[src/hw/rtl/ghp_pkg.sv]
package ghp_pkg;

  localparam int unsigned GEN_W      = 32;
  localparam int unsigned RC_W       = 16;
  localparam int unsigned HIDX_W     = 8;
  localparam int unsigned SEL_W      = 4;
  localparam int unsigned EV_COUNT   = 8;
  localparam int unsigned EV_W       = $clog2(EV_COUNT);

  localparam logic [GEN_W-1:0] GEN_MAX    = '1;
  localparam logic [RC_W-1:0]  RC_MAX     = '1;
  localparam logic [7:0]       ACTIVE_MAX = 8'hFF;

  // stat read selects
  localparam logic [SEL_W-1:0] STAT_ACTIVE  = 4'd0;
  localparam logic [SEL_W-1:0] STAT_PEAK    = 4'd1;
  localparam logic [SEL_W-1:0] STAT_EV_BASE = 4'd2;
  localparam logic [SEL_W-1:0] STAT_LAST    = 4'd9;

  typedef enum logic [2:0] {
    FN_ACQUIRE   = 3'd0,
    FN_PUBLISH   = 3'd1,
    FN_RETAIN    = 3'd2,
    FN_RESOLVE   = 3'd3,
    FN_RELEASE   = 3'd4,
    FN_RECLAIM   = 3'd5,
    FN_READ_STAT = 3'd6
  } func_e;

  typedef enum logic [1:0] {
    SS_FREE      = 2'd0,
    SS_BUILDING  = 2'd1,
    SS_PUBLISHED = 2'd2
  } slot_state_e;

  typedef enum logic [1:0] {
    STS_OK      = 2'd0,
    STS_STALE   = 2'd1,
    STS_INVALID = 2'd2,
    STS_FULL    = 2'd3
  } status_e;

  typedef enum logic [EV_W-1:0] {
    EV_ACQUIRE = 3'd0,
    EV_ACQFAIL = 3'd1,
    EV_PUBLISH = 3'd2,
    EV_RETAIN  = 3'd3,
    EV_RELEASE = 3'd4,
    EV_STALE   = 3'd5,
    EV_INVALID = 3'd6,
    EV_RECLAIM = 3'd7
  } ev_e;

  typedef enum logic [1:0] {
    FSM_IDLE,
    FSM_SCAN,
    FSM_EXEC
  } fsm_e;

  typedef struct packed {
    logic [2:0]        func;
    logic [GEN_W-1:0]  handle_generation;
    logic [HIDX_W-1:0] handle_index;
    logic [SEL_W-1:0]  stat_select;
  } req_t;

  typedef struct packed {
    logic              success;
    logic [1:0]        status;
    logic [HIDX_W-1:0] slot_index;
    logic [GEN_W-1:0]  slot_generation;
    logic [GEN_W-1:0]  stat_value;
  } res_t;

  typedef struct packed {
    logic [GEN_W-1:0] gen;
    logic [RC_W-1:0]  refcnt;
  } slot_word_t;

endpackage

[src/hw/rtl/generation_handle_slot_pool.sv]
// Handle, reclaim and stat requests go from accept through EXEC to the registered done strobe;
// acquire first runs SCAN from slot 0 up to the lowest free slot, or the last slot when full.
// One request at a time; busy stays high until the result is registered.
// The acquire free-slot scan walks the slot state one entry per cycle and shares the
// single slot memory read port with handle lookups.
// Reset clears all slot state, counters and valid bits at once; results cannot be stalled.
module generation_handle_slot_pool #(
  parameter int unsigned SLOT_COUNT = 8
) (
  input  logic        clk_i,
  input  logic        rst_ni,
  input  logic        start,
  input  ghp_pkg::req_t req_i,
  output logic        busy,
  output logic        done_o,
  output ghp_pkg::res_t res_o
);
  import ghp_pkg::*;

  localparam int unsigned IW = (SLOT_COUNT > 1) ? $clog2(SLOT_COUNT) : 1;
  localparam logic [IW-1:0] LastIdx = IW'(SLOT_COUNT - 1);

  fsm_e             fsm_q, fsm_d;
  func_e            func_q;
  logic [GEN_W-1:0] gen_q;
  logic [SEL_W-1:0] sel_q;
  logic [IW-1:0]    idx_q, idx_d;
  logic             oob_q;
  logic             full_q, full_d;

  slot_state_e      slot_state_q [SLOT_COUNT];
  logic [SLOT_COUNT-1:0] gen_vld_q;
  slot_word_t       slot_mem [SLOT_COUNT];
  slot_word_t       rd_q;
  logic [IW-1:0]    rd_addr;

  logic [7:0]       active_q, active_d;
  logic [7:0]       peak_q, peak_d;
  logic [GEN_W-1:0] ev_q [EV_COUNT];

  logic             done_q, done_d;
  res_t             res_q, res_d;

  logic             accept;
  logic             wr_en;
  slot_word_t       wr_word;
  logic             st_we;
  slot_state_e      st_wdata;
  logic             ev_en;
  ev_e              ev_sel;

  slot_state_e      cur_st;
  logic [GEN_W-1:0] cur_gen;
  logic [RC_W-1:0]  cur_rc;
  logic [GEN_W-1:0] next_gen;
  logic [RC_W-1:0]  dec_rc;
  logic             stale;
  logic [EV_W-1:0]  stat_ev;

  assign busy   = (fsm_q != FSM_IDLE);
  assign done_o = done_q;
  assign res_o  = res_q;

  // never-written entries read as zero
  assign cur_st   = slot_state_q[idx_q];
  assign cur_gen  = gen_vld_q[idx_q] ? rd_q.gen : '0;
  assign cur_rc   = gen_vld_q[idx_q] ? rd_q.refcnt : '0;
  assign next_gen = (cur_gen == GEN_MAX) ? GEN_W'(1) : cur_gen + GEN_W'(1);
  assign dec_rc   = cur_rc - RC_W'(1);
  assign stale    = (gen_q == '0) || oob_q || (cur_st == SS_FREE) ||
                    (cur_gen != gen_q) || (cur_rc == '0);
  assign stat_ev  = EV_W'(sel_q - STAT_EV_BASE);

  always_comb begin
    fsm_d    = fsm_q;
    idx_d    = idx_q;
    full_d   = full_q;
    rd_addr  = idx_q;
    accept   = 1'b0;
    wr_en    = 1'b0;
    wr_word  = '0;
    st_we    = 1'b0;
    st_wdata = SS_FREE;
    active_d = active_q;
    peak_d   = peak_q;
    ev_en    = 1'b0;
    ev_sel   = EV_ACQUIRE;
    done_d   = 1'b0;
    res_d    = res_q;
    unique case (fsm_q)
      FSM_IDLE: begin
        rd_addr = req_i.handle_index[IW-1:0];
        if (start) begin
          accept = 1'b1;
          full_d = 1'b0;
          if (req_i.func == FN_ACQUIRE) begin
            idx_d = '0;
            fsm_d = FSM_SCAN;
          end else begin
            idx_d = req_i.handle_index[IW-1:0];
            fsm_d = FSM_EXEC;
          end
        end
      end
      FSM_SCAN: begin
        // hold idx on a hit so the registered read matches the claimed slot
        priority if (cur_st == SS_FREE) begin
          fsm_d = FSM_EXEC;
        end else if (idx_q == LastIdx) begin
          full_d = 1'b1;
          fsm_d  = FSM_EXEC;
        end else begin
          idx_d = idx_q + IW'(1);
        end
      end
      FSM_EXEC: begin
        fsm_d  = FSM_IDLE;
        done_d = 1'b1;
        res_d  = '0;
        unique case (func_q)
          FN_ACQUIRE: begin
            ev_en = 1'b1;
            if (full_q) begin
              ev_sel       = EV_ACQFAIL;
              res_d.status = STS_FULL;
            end else begin
              ev_sel          = EV_ACQUIRE;
              wr_en           = 1'b1;
              wr_word.gen     = next_gen;
              wr_word.refcnt  = RC_W'(1);
              st_we           = 1'b1;
              st_wdata        = SS_BUILDING;
              if (active_q != ACTIVE_MAX) active_d = active_q + 8'd1;
              if (active_d > peak_q) peak_d = active_d;
              res_d.success         = 1'b1;
              res_d.slot_index      = HIDX_W'(idx_q);
              res_d.slot_generation = next_gen;
            end
          end
          FN_PUBLISH, FN_RETAIN, FN_RESOLVE, FN_RELEASE: begin
            priority if (stale) begin
              ev_en        = 1'b1;
              ev_sel       = EV_STALE;
              res_d.status = STS_STALE;
            end else if (func_q == FN_PUBLISH) begin
              ev_en = 1'b1;
              if (cur_st == SS_BUILDING) begin
                ev_sel        = EV_PUBLISH;
                st_we         = 1'b1;
                st_wdata      = SS_PUBLISHED;
                res_d.success = 1'b1;
              end else begin
                ev_sel       = EV_INVALID;
                res_d.status = STS_INVALID;
              end
            end else if (func_q == FN_RETAIN) begin
              ev_en = 1'b1;
              if (cur_st == SS_PUBLISHED && cur_rc != RC_MAX) begin
                ev_sel         = EV_RETAIN;
                wr_en          = 1'b1;
                wr_word.gen    = cur_gen;
                wr_word.refcnt = cur_rc + RC_W'(1);
                res_d.success  = 1'b1;
              end else begin
                ev_sel       = EV_INVALID;
                res_d.status = STS_INVALID;
              end
            end else if (func_q == FN_RESOLVE) begin
              if (cur_st == SS_PUBLISHED) begin
                res_d.success    = 1'b1;
                res_d.slot_index = HIDX_W'(idx_q);
              end else begin
                ev_en        = 1'b1;
                ev_sel       = EV_INVALID;
                res_d.status = STS_INVALID;
              end
            end else begin
              ev_en          = 1'b1;
              ev_sel         = EV_RELEASE;
              wr_en          = 1'b1;
              wr_word.gen    = cur_gen;
              wr_word.refcnt = dec_rc;
              res_d.success  = 1'b1;
              if (dec_rc == '0) begin
                st_we    = 1'b1;
                st_wdata = SS_FREE;
                if (active_q != 8'd0) active_d = active_q - 8'd1;
              end
            end
          end
          FN_RECLAIM: begin
            ev_en         = 1'b1;
            ev_sel        = EV_RECLAIM;
            res_d.success = 1'b1;
          end
          FN_READ_STAT: begin
            priority if (sel_q == STAT_ACTIVE) begin
              res_d.stat_value = GEN_W'(active_q);
              res_d.success    = 1'b1;
            end else if (sel_q == STAT_PEAK) begin
              res_d.stat_value = GEN_W'(peak_q);
              res_d.success    = 1'b1;
            end else if (sel_q <= STAT_LAST) begin
              res_d.stat_value = ev_q[stat_ev];
              res_d.success    = 1'b1;
            end else begin
              res_d.status = STS_INVALID;
            end
          end
          default: begin
            res_d.status = STS_INVALID;
          end
        endcase
      end
      default: begin
        fsm_d = FSM_IDLE;
      end
    endcase
  end

  always_ff @(posedge clk_i or negedge rst_ni) begin
    if (!rst_ni) begin
      fsm_q    <= FSM_IDLE;
      full_q   <= 1'b0;
      done_q   <= 1'b0;
      active_q <= '0;
      peak_q   <= '0;
    end else begin
      fsm_q    <= fsm_d;
      full_q   <= full_d;
      done_q   <= done_d;
      active_q <= active_d;
      peak_q   <= peak_d;
    end
  end

  // request payload and result, no reset needed
  always_ff @(posedge clk_i) begin
    idx_q <= idx_d;
    res_q <= res_d;
    if (accept) begin
      func_q <= func_e'(req_i.func);
      gen_q  <= req_i.handle_generation;
      sel_q  <= req_i.stat_select;
      oob_q  <= (req_i.handle_index >= HIDX_W'(SLOT_COUNT));
    end
  end

  always_ff @(posedge clk_i or negedge rst_ni) begin
    if (!rst_ni) begin
      gen_vld_q <= '0;
      for (int i = 0; i < SLOT_COUNT; i++) slot_state_q[i] <= SS_FREE;
      for (int i = 0; i < EV_COUNT; i++) ev_q[i] <= '0;
    end else begin
      if (st_we) slot_state_q[idx_q] <= st_wdata;
      if (wr_en) gen_vld_q[idx_q] <= 1'b1;
      if (ev_en && ev_q[ev_sel] != GEN_MAX) ev_q[ev_sel] <= ev_q[ev_sel] + GEN_W'(1);
    end
  end

  // slot memory: one write port, one registered read port
  always_ff @(posedge clk_i) begin
    if (wr_en) slot_mem[idx_q] <= wr_word;
    rd_q <= slot_mem[rd_addr];
  end

  a_done_after_exec: assert property (@(posedge clk_i) disable iff (!rst_ni)
    done_q |-> $past(fsm_q == FSM_EXEC))
    else $error("result strobe without an executed request");

  a_active_le_peak: assert property (@(posedge clk_i) disable iff (!rst_ni)
    active_q <= peak_q)
    else $error("active slot count above peak");

  a_busy_after_accept: assert property (@(posedge clk_i) disable iff (!rst_ni)
    (start && !busy) |=> busy)
    else $error("request accepted but block not busy");

  a_gen_only_on_success: assert property (@(posedge clk_i) disable iff (!rst_ni)
    (done_q && res_q.slot_generation != '0) |-> res_q.success)
    else $error("generation returned on a failed request");

endmodule

[config.mk]
export PLATFORM = sky130hd
export DESIGN_NAME = generation_handle_slot_pool
export DESIGN_NICKNAME = d
export VERILOG_FILES = /design/src/hw/rtl/ghp_pkg.sv /design/src/hw/rtl/generation_handle_slot_pool.sv
export SDC_FILE = /design/constraint.sdc
export NUM_CORES = 1
export LEC_CHECK = 0
export BUFFER_PORTS_ARGS = -buffer_cell sky130_fd_sc_hd__buf_2
export CAP_MARGIN = 20
export CORE_ASPECT_RATIO = 1.2
export CORE_MARGIN = 2
export CORE_UTILIZATION = 47
export DETAILED_ROUTE_END_ITERATION = 6
export PLACE_DENSITY = 0.6
export SYNTH_ARGS = -nofsm -noshare
export SYNTH_HDL_FRONTEND = slang
export SYNTH_SLANG_ARGS = --single-unit
[constraint.sdc]
create_clock -name clk_i -period 11.4 [get_ports clk_i]
set_clock_uncertainty 0.05 [all_clocks]
set_input_delay 2.28 -clock clk_i [delete_from_list [all_inputs] [get_ports clk_i]]
set_output_delay 2.28 -clock clk_i [all_outputs]
set_load 0.02 [all_outputs]
Yosys cells after proc, flatten, opt, wreduce, memory -nomap -nowiden
Memories as Yosys holds them, arrays and structs flattened. A register that Yosys moved wholly into a read port is not among the register bits.
Index checks and enable logic that the tools add are counted.
{"block": "totals", "reg_bits": 418, "wordCells": 248, "memories": 1, "output_inout_bits": 77, "ramBits": 384}
{"block": "op_classes", "n_addsub": 8, "order_cmp": 10, "n_mux": 129, "bitwise": 8, "n_eq_ne": 29, "reduce_logical": 30}
{"memory": "slot_mem", "words": 8, "width": 48, "read_ports": 1, "rd_clocked_by_memory_dff": 1, "write_ports": 1, "line": "generation_handle_slot_pool.sv:33", "text": "slot_word_t slot_mem [SLOT_COUNT];"}
{"op": "48-bit two-way mux", "count": 7}
{"op": "256-bit bitwise mux", "count": 1}
{"op": "32-bit two-way mux", "count": 7}
{"op": "32-bit binary-select mux with 3-bit select", "count": 2}
{"op": "8-bit two-way mux", "count": 17}
{"op": "32-bit demux with 3-bit select", "count": 1}
{"op": "48-bit case mux with 2 select lines", "count": 1}
{"op": "32-bit by 1-bit adder with 32-bit output (second input constant)", "count": 2}
{"op": "3-bit two-way mux", "count": 16}
{"op": "1-bit two-way mux", "count": 38}
{"op": "2-bit two-way mux", "count": 19}
{"op": "35-bit two-way mux", "count": 1}
{"op": "32-bit equality test (second input constant)", "count": 1}
{"op": "16-bit zero test", "count": 2}
{"op": "32-bit zero test", "count": 1}
{"op": "32-bit != test", "count": 1}
{"op": "32-bit != test (second input constant)", "count": 1}
{"op": "8-bit case mux with 2 select lines", "count": 2}
{"op": "2-bit != test (second input constant)", "count": 11}
{"op": "16-bit by 1-bit adder with 16-bit output (second input constant)", "count": 1}
{"op": "16-bit bitwise mux", "count": 1}
{"op": "16-bit two-way mux", "count": 1}
{"op": "16-bit != test (second input constant)", "count": 1}
{"op": "16-bit by 1-bit subtractor with 16-bit output (second input constant)", "count": 1}
{"op": "45 further kinds", "count": 78}

Logic depth before layout (Yosys ltp)
Gate-level depths: netlist of the first run.
{"block": "depth", "depth_word": 18, "depth_mapped": 38, "mapped_depth_nobuf": 22}

Worst setup path after synthesis of the first run
OpenSTA, ideal clock, no wires.
{"block": "synth_path", "kind": "reg-to-reg", "startpoint": "reg idx_q[1]", "endpoint": "mem slot_mem[1][0] in the netlist's numbering (enable)", "setup_time_ns": 0.514, "stages_incl_launch_ff": 22, "synth_period_minus_slack_ns": 8.708, "arrival_time_ns": 8.143, "slack_ns": 2.692, "path_cell_list": "edfxtp_1 > buf_2 > nor2_1 > o2bb2ai_4 > or2_1 > clkbuf_1 > clkbuf_1 > clkbuf_1 > clkbuf_1 > clkbuf_1 > nand2_1 > ha_1 > a222oi_1 > nand3_1 > nor4_4 > buf_4 > buf_4 > and4_1 > o21ai_0 > a21o_1 > or2_2 > nor3_1"}
{"block": "synth_via", "elab_chain_cells": 14, "elab_cells_between_ends": 25, "classes_between": "eq/ne (3); mux (15); bitwise (1); reduce/logical (6)"}
{"element": "from (decl)", "line": "generation_handle_slot_pool.sv:27", "text": "logic [IW-1:0] idx_q, idx_d;"}
{"element": "from (signal assigned)", "line": "generation_handle_slot_pool.sv:239", "text": "idx_q <= idx_d;"}
{"element": "branches (longest 14 deep; another with 16-bit two-way mux)"}
{"element": "to (decl)", "line": "generation_handle_slot_pool.sv:33"}
Several ways; the timed one is not identified. The select of a mux whose other input is x is not followed.

Worst setup path after layout of the first run
{"block": "layout_path", "startpoint": "reg idx_q[0]", "endpoint": "reg ev_q[28] in the netlist's numbering"}
{"block": "layout_via", "elab_chain_cells": 18, "elab_cells_between_ends": 47, "classes_between": "add/sub (1); order compare (2); eq/ne (5); mux (29); bitwise (2); reduce/logical (8)"}
{"element": "branches (longest 18 deep; another with 16-bit two-way mux)"}
{"element": "to (decl)", "line": "generation_handle_slot_pool.sv:39", "text": "logic [GEN_W-1:0] ev_q [EV_COUNT];"}
Several ways; the timed one is not identified. The select of a mux whose other input is x is not followed.
A chain may end at the register's enable or synchronous reset.

==> results of run 1 <==
## Yosys cell counts (19+ instances only)
| cell | instances | area share, % |
|---|---|---|
| and3_1 | 51 | 0.80 |
| mux2_1 | 37 | 1.0 |
| nor2_1 | 193 | 1.8 |
| nand2_1 | 270 | 2.5 |
| o21ai_0 | 179 | 2.2 |
| buf_4 | 24 | 0.45 |
| o22ai_1 | 22 | 0.34 |
| a22oi_1 | 68 | 1.3 |
| edfxtp_1 | 497 | 37 |
| a31oi_1 | 20 | 0.31 |
| xnor2_1 | 71 | 1.6 |
| nand4_1 | 31 | 0.48 |
| and2_1 | 20 | 0.31 |
| inv_1 | 52 | 0.49 |
| dfxtp_1 | 48 | 2.4 |
| nand3_1 | 56 | 0.70 |
| a21oi_1 | 80 | 1.0 |
| clkbuf_1 | 127 | 1.2 |
| or3_1 | 21 | 0.33 |
| mux2_2 | 151 | 4.2 |
| nor4_1 | 25 | 0.39 |
| o21ai_1 | 19 | 0.24 |
| dfrtp_1 | 300 | 19 |
| nor3_1 | 42 | 0.52 |
| xor2_1 | 57 | 1.2 |
| mux4_2 | 114 | 6.4 |
| mux2i_1 | 176 | 4.4 |
| buf_1 | 24 | 0.22 |
| a211oi_1 | 29 | 0.54 |
## state kept, by name (all words and copies together) (netlist names), 2 cells and up
name / flops
active_q: 8
ev_q: 256
fsm_q: 2
func_q: 3
gen_q: 32
gen_vld_q: 8
idx_q: 3
peak_q: 8
rd_q: 48
res_o: 70
sel_q: 4
slot_mem: 384
slot_state_q: 16
## final timing paths
kind	from	endpoint
worst max-delay path	idx_q[0]$_DFFE_PP_	ev_q[28]$_DFFE_PN0P_
worst min-delay path	gen_vld_q[7]$_DFFE_PN0P_	gen_vld_q[7]$_DFFE_PN0P_
worst max register to register	idx_q[0]$_DFFE_PP_	ev_q[28]$_DFFE_PN0P_
worst min register to register	gen_vld_q[7]$_DFFE_PN0P_	gen_vld_q[7]$_DFFE_PN0P_
max in group asynchronous	rst_ni	slot_state_q[13]$_DFFE_PN0P_
min in group asynchronous	rst_ni	done_o$_DFF_PN0_
## layout make-up
cell class / count / area [um2]
Clock inverter: 43 / 522
Fill cell: 7219 / 39800
Sequential cell: 845 / 23400
Tap cell: 1130 / 1410
Antenna cell: 3 / 7.51
Timing Repair Buffer: 185 / 1150
Clock buffer: 119 / 2380
Multi-Input combinational cell: 1994 / 15700
Inverter: 54 / 205
## metrics by stage
stage	cells	setup slack (ns)	total power (W)	hold WS (ns)	utilization, %
2_1_floorplan	3099	2.69	0.00495	0.383	-
6_report	4373	1.36	0.00829	0.419	52.9
3_3_place_gp	4204	1.79	0.00539	0.400	49.4
5_1_grt	4370	0.747	0.00865	0.446	52.9
3_5_place_dp	4205	1.56	0.00545	0.406	49.4
4_1_cts	4367	1.50	0.00833	0.422	52.9
## cell families (layout without fill, tap and decap cells)
logic type,count (synthesis),count (layout),synth area share (%)
DFF,845,845,58.4
and+or+nand+nor,802,802,9.77
AOI/OAI and AO/OA,561,561,9.40
muxes,480,480,16.1
buffers and inverters,260,401,2.96
xor gates and xnor gates,128,128,2.80
adders and majority gates,18,18,0.562
other,1,8,0.00935
## where the power goes
part	internal (W)	switching (W)	total, W	leakage, nW
registers	0.00355	0.000304	0.00385	8.84
logic	0.000648	0.000906	0.00155	6.34
clock network	0.00164	0.00124	0.00288	1.37
## per-layer routing
layer	part of all wire, %	up-vias	track usage [%]
li1	-	11800	-
met1	40	13600	32.3
met4	3.7	10	10.8
met3	6.2	266	4.05
met2	50	1061	44.4
met5	0.051	-	0
## placed cells by master (no fill, tap or decap), types with 21 or more instances in the layout
cell and count:
a211oi_1 29, a21oi_1 79, a22oi_1 68, and3_1 51, buf_2 120, buf_4 58
clkbuf_1 25, clkbuf_16 88, dfrtp_1 300, dfxtp_1 48, edfxtp_1 497, inv_1 51
mux2_1 37, mux2_2 151, mux2i_1 173, mux4_2 114, nand2_1 270, nand3_1 56
nand4_1 31, nor2_1 185, nor3_1 39, nor4_1 25, o21ai_0 179, o22ai_1 22
or3_1 21, xnor2_1 71, xor2_1 57
==> impl_metrics.ini, run 1 <==
[clock_tree]
post_cts_buffers = 0
cts_buffers = 86
clock_latency_ns = 0.68
h-tree-depth = 3
cts_tree = yes
cts_repair_resize_count = 0
hold_buffers = 0
cts_num_sinks = 845
clk_pin_slew_ns = 0.06
cts-root-buf = clkbuf_16
clock_path_buffers = 3

[setup_path]
crit_top_cell = buf_4
slowest_stage = edfxtp_1
path_depth = 25
critical_path_class = flip-flop to flip-flop
cp.required_ns = 11.88
r2r_slack_ns = 1.36
cp-end-kind = flip-flop
worst_setup_path_start_kind = flip-flop
crit_buf_inv = 4
critPathMaxFanout = 50
crit_family = simple AND/OR/NAND/NOR gates
critPathArrivalTime_ns = 10.52
reg2reg_depth = 25
slowest_delay_ns = 1.05

[sta]
max_freq_ghz = 0.0996
report.final.slew_viol_count = 0
fin_tns_setup_ns = 0
hold_viol = 0
worstMarginPinSlew_ns = 1.17
post-route-min-period_ns = 10.04
setup_violations = 0
period_share_pct = 88.1
rsz0062_at_grt = no
max_slew_margin_pct = 21.1

[floorplan]
start_util_pct = 47.4
coreArea_um2 = 84600
dieWidth_um = 271
die_h_um = 324
die_area_um2 = 87700
ios = 127
rows = 117

[min_path]
holdPathStages = 1
hp-class = flip-flop to flip-flop

[route]
post_drt_wl_per_cell_um = 25.8
first_pass_iters = 7
antenna_left = 0
drc = 2
drtIter0Drc = 2803
route.vias.total = 26800
vias_per_cell = 6.12
drt_wl_total_mm = 113

[global_routing]
grt_pass1_vias = 27300
grt_overflow = 0
grt_max_degree = 184
track_usage_pct = 25.7
antenna_found_initial = 7
grt_pass1_wl_mm = 171

[pwr]
power.leakage_nw = 16.6
power_density_nw_per_um2 = 185
ir_drop_mv = 0.132

[yosys]
yosys_warnings = 0
async_flop_share_pct = 35.5
syn_avg_cell_area_um2 = 13.0
synth-edff-count = 497
yosys_register_bits = 845
syn_inst = 3095
ys.flop_type = edfxtp_1
synth_area_um2 = 40100
ys_seq_area_share_pct = 58.4
yosysUniqueCellTypes = 98

[placed_design]
port_buffers = 121
placed_cell_area_um2 = 41800
dp_hpwl_mm = 72.4
place_congestion = 0.909

[run]
max_cap_viol_count = 0

[outcome]
violations = DRC
status = finished with violations

[finish]
synthToLayoutAreaGrowth_pct = 11.7
final_area_um2 = 44800
nets = 3234
drive_above_1_share_pct = 20.2
(Power assumes the default switching activity.)
==> run 2, diff against run 1 <==
--- a/config.mk
+++ b/config.mk
@@ -5,13 +5,14 @@
 export SDC_FILE = /design/constraint.sdc
 export NUM_CORES = 1
 export LEC_CHECK = 0
-export BUFFER_PORTS_ARGS = -buffer_cell sky130_fd_sc_hd__buf_2
 export CAP_MARGIN = 20
 export CORE_ASPECT_RATIO = 1.2
 export CORE_MARGIN = 2
 export CORE_UTILIZATION = 47
 export DETAILED_ROUTE_END_ITERATION = 6
-export PLACE_DENSITY = 0.6
+export DONT_BUFFER_PORTS = 1
+export GPL_ROUTABILITY_DRIVEN = 0
+export PLACE_DENSITY = 0.59
 export SYNTH_ARGS = -nofsm -noshare
 export SYNTH_HDL_FRONTEND = slang
 export SYNTH_SLANG_ARGS = --single-unit
==> impl_metrics.ini, run 2 (same netlist as run 1, synthesis figures left out) <==
[sta]
period_share_pct = 89.0
max_slew_margin_pct = 28.5
setup_violations = 0
report.final.slew_viol_count = 0
rsz0062_at_grt = no
max_freq_ghz = 0.0986
post-route-min-period_ns = 10.14
hold_viol = 0
worstMarginPinSlew_ns = 1.06
fin_tns_setup_ns = 0

[finish]
drive_above_1_share_pct = 17.3
largest_register_ffs = 384
layout_commonest_cell = edfxtp_1
nets = 3118
multi_input_area_um2 = 15700
synthToLayoutAreaGrowth_pct = 10.3
layout_common_cells = 497 x edfxtp_1, 300 x dfrtp_1, 270 x nand2_1, 185 x nor2_1, 179 x o21ai_0
fill_cells = 7236
seqCellArea_um2 = 23400
largest_register = slot_mem

[global_routing]
grt_pass1_vias = 26500
grt_pass1_wl_mm = 170
grt_max_degree = 301
grt_overflow = 0
top_usage_layer = met2
grt.met1_usage_pct = 32.6
antenna_found_initial = 8
use_met2_pct = 44.3
track_usage_pct = 25.8
grt_util_met3_pct = 4.16

[route]
post_drt_wl_per_cell_um = 26.5
vias_per_cell = 6.21
antenna_left = 0
route.vias.total = 26500
first_pass_iters = 6
drtIter0Drc = 2534
drt_wl_total_mm = 113
drc = 0

[setup_path]
timing.rr.end = ev_q[217]$_DFFE_PN0P_
critical_path_class = flip-flop to flip-flop
endpoint = ev_q[217]$_DFFE_PN0P_
cp.required_ns = 11.88
r2r_slack_ns = 1.26
critPathMaxFanout = 43
reg2reg_depth = 25
worst_setup_path_start_kind = flip-flop
cp-end-kind = flip-flop
startpoint = idx_q[0]$_DFFE_PP_
timing.rr.start = idx_q[0]$_DFFE_PP_
critPathArrivalTime_ns = 10.62

[min_path]
hp-class = flip-flop to flip-flop

[clock_tree]
clock_latency_ns = 0.66
clk_pin_slew_ns = 0.07
cts_tree = yes
cts-root-buf = clkbuf_16
clock_path_buffers = 3
hold_buffers = 0
cts_num_sinks = 845
cts_repair_resize_count = 0
h-tree-depth = 3
cts_buffers = 88
post_cts_buffers = 0

[floorplan]
die_area_um2 = 87700
ios = 127
start_util_pct = 47.4
rows = 117
dieWidth_um = 271
coreArea_um2 = 84600
die_h_um = 324

[pwr]
combinationalPowerShare_pct = 17.9
power_switching_w = 0.00242
power_density_nw_per_um2 = 187
pwr-share-clk_pct = 35.2
p_int_w = 0.00585
p_seq_share_pct = 47.0
switching_share_pct = 29.2
ir_drop_mv = 0.150
power.total_w = 0.00827
power.leakage_nw = 16.1

[outcome]
status = complete, no violations

[placed_design]
port_buffers = 0
dp_hpwl_mm = 72.2

[run]
max_cap_viol_count = 0
[run 2: power by group through the flow]
stage	Sequential, W	Combinational (W)	Clock (W)
after CTS	0.00388	0.00148	0.00296
after floorplan	0.00380	0.00115	0
after global placement	0.00393	0.00142	0
after global routing	0.00393	0.00162	0.00309
after detailed placement	0.00394	0.00147	0
final	0.00389	0.00148	0.00291
[run 2: routing by layer]
layer	wire, um	up-vias
met3	7140	271
met2	56000	1061
li1	-	11600
met4	4450	2
met1	45300	13500
met5	13	-
[run 2: metrics by stage]
stage | std cells | hold slack (ns) | utilization (%) | setup slack (ns) | area (um2)
2_1_floorplan | 3099 | 0.383 | - | 2.69 | 40100
3_3_place_gp | 4085 | 0.404 | 48.7 | 1.63 | 41200
3_5_place_dp | 4088 | 0.413 | 48.8 | 1.44 | 41300
4_1_cts | 4252 | 0.428 | 52.2 | 1.39 | 44200
5_1_grt | 4256 | 0.452 | 52.3 | 0.424 | 44200
6_report | 4259 | 0.429 | 52.3 | 1.26 | 44200
[run 2: worst max-delay path, cell delays in order (launching register included)]
cell       delay [ns]
edfxtp_1         1.04
mux2i_1          0.26
o2bb2ai_4        0.64
or2_2            0.53
nand2_1          0.19
inv_1            0.12
ha_1             0.23
nand3_1          0.14
nor4_1           0.47
o2111ai_1        0.25
o21ai_1          0.24
or3_1            0.29
and3_1           0.80
a21o_4           0.57
nor2_1           0.23
o2bb2ai_1        0.18
a211oi_1         0.20
buf_4            0.23
ha_1             0.25
nand3_2          0.23
or4_1            0.56
buf_4            0.23
or3_1            0.66
nand3_2          0.74
buf_4            0.29
mux2_2           0.34
[run 2: how the worst min path moves through the flow]
stage | from | endpoint | slack, ns | cells past startpoint
final | gen_vld_q[6]$_DFFE_PN0P_ | gen_vld_q[6]$_DFFE_PN0P_ | 0.43 | 1
after global routing | gen_vld_q[6]$_DFFE_PN0P_ | gen_vld_q[6]$_DFFE_PN0P_ | 0.45 | 1
after CTS | gen_vld_q[6]$_DFFE_PN0P_ | gen_vld_q[6]$_DFFE_PN0P_ | 0.43 | 1
after detailed placement | gen_vld_q[6]$_DFFE_PN0P_ | gen_vld_q[6]$_DFFE_PN0P_ | 0.41 | 1
after global placement | gen_vld_q[6]$_DFFE_PN0P_ | gen_vld_q[6]$_DFFE_PN0P_ | 0.40 | 1
after floorplan | gen_vld_q[1]$_DFFE_PN0P_ | gen_vld_q[1]$_DFFE_PN0P_ | 0.38 | 1
[run 2: final cells by class]
type	instances	share of cell area (%)
diodes	5	0.0283
flip-flops and latches	845	52.9
well taps	1130	3.20
multi-input cells	1994	35.5
clock buffers	121	5.51
inverters	54	0.464
repair buffers	67	1.32
clock inverters	43	1.07
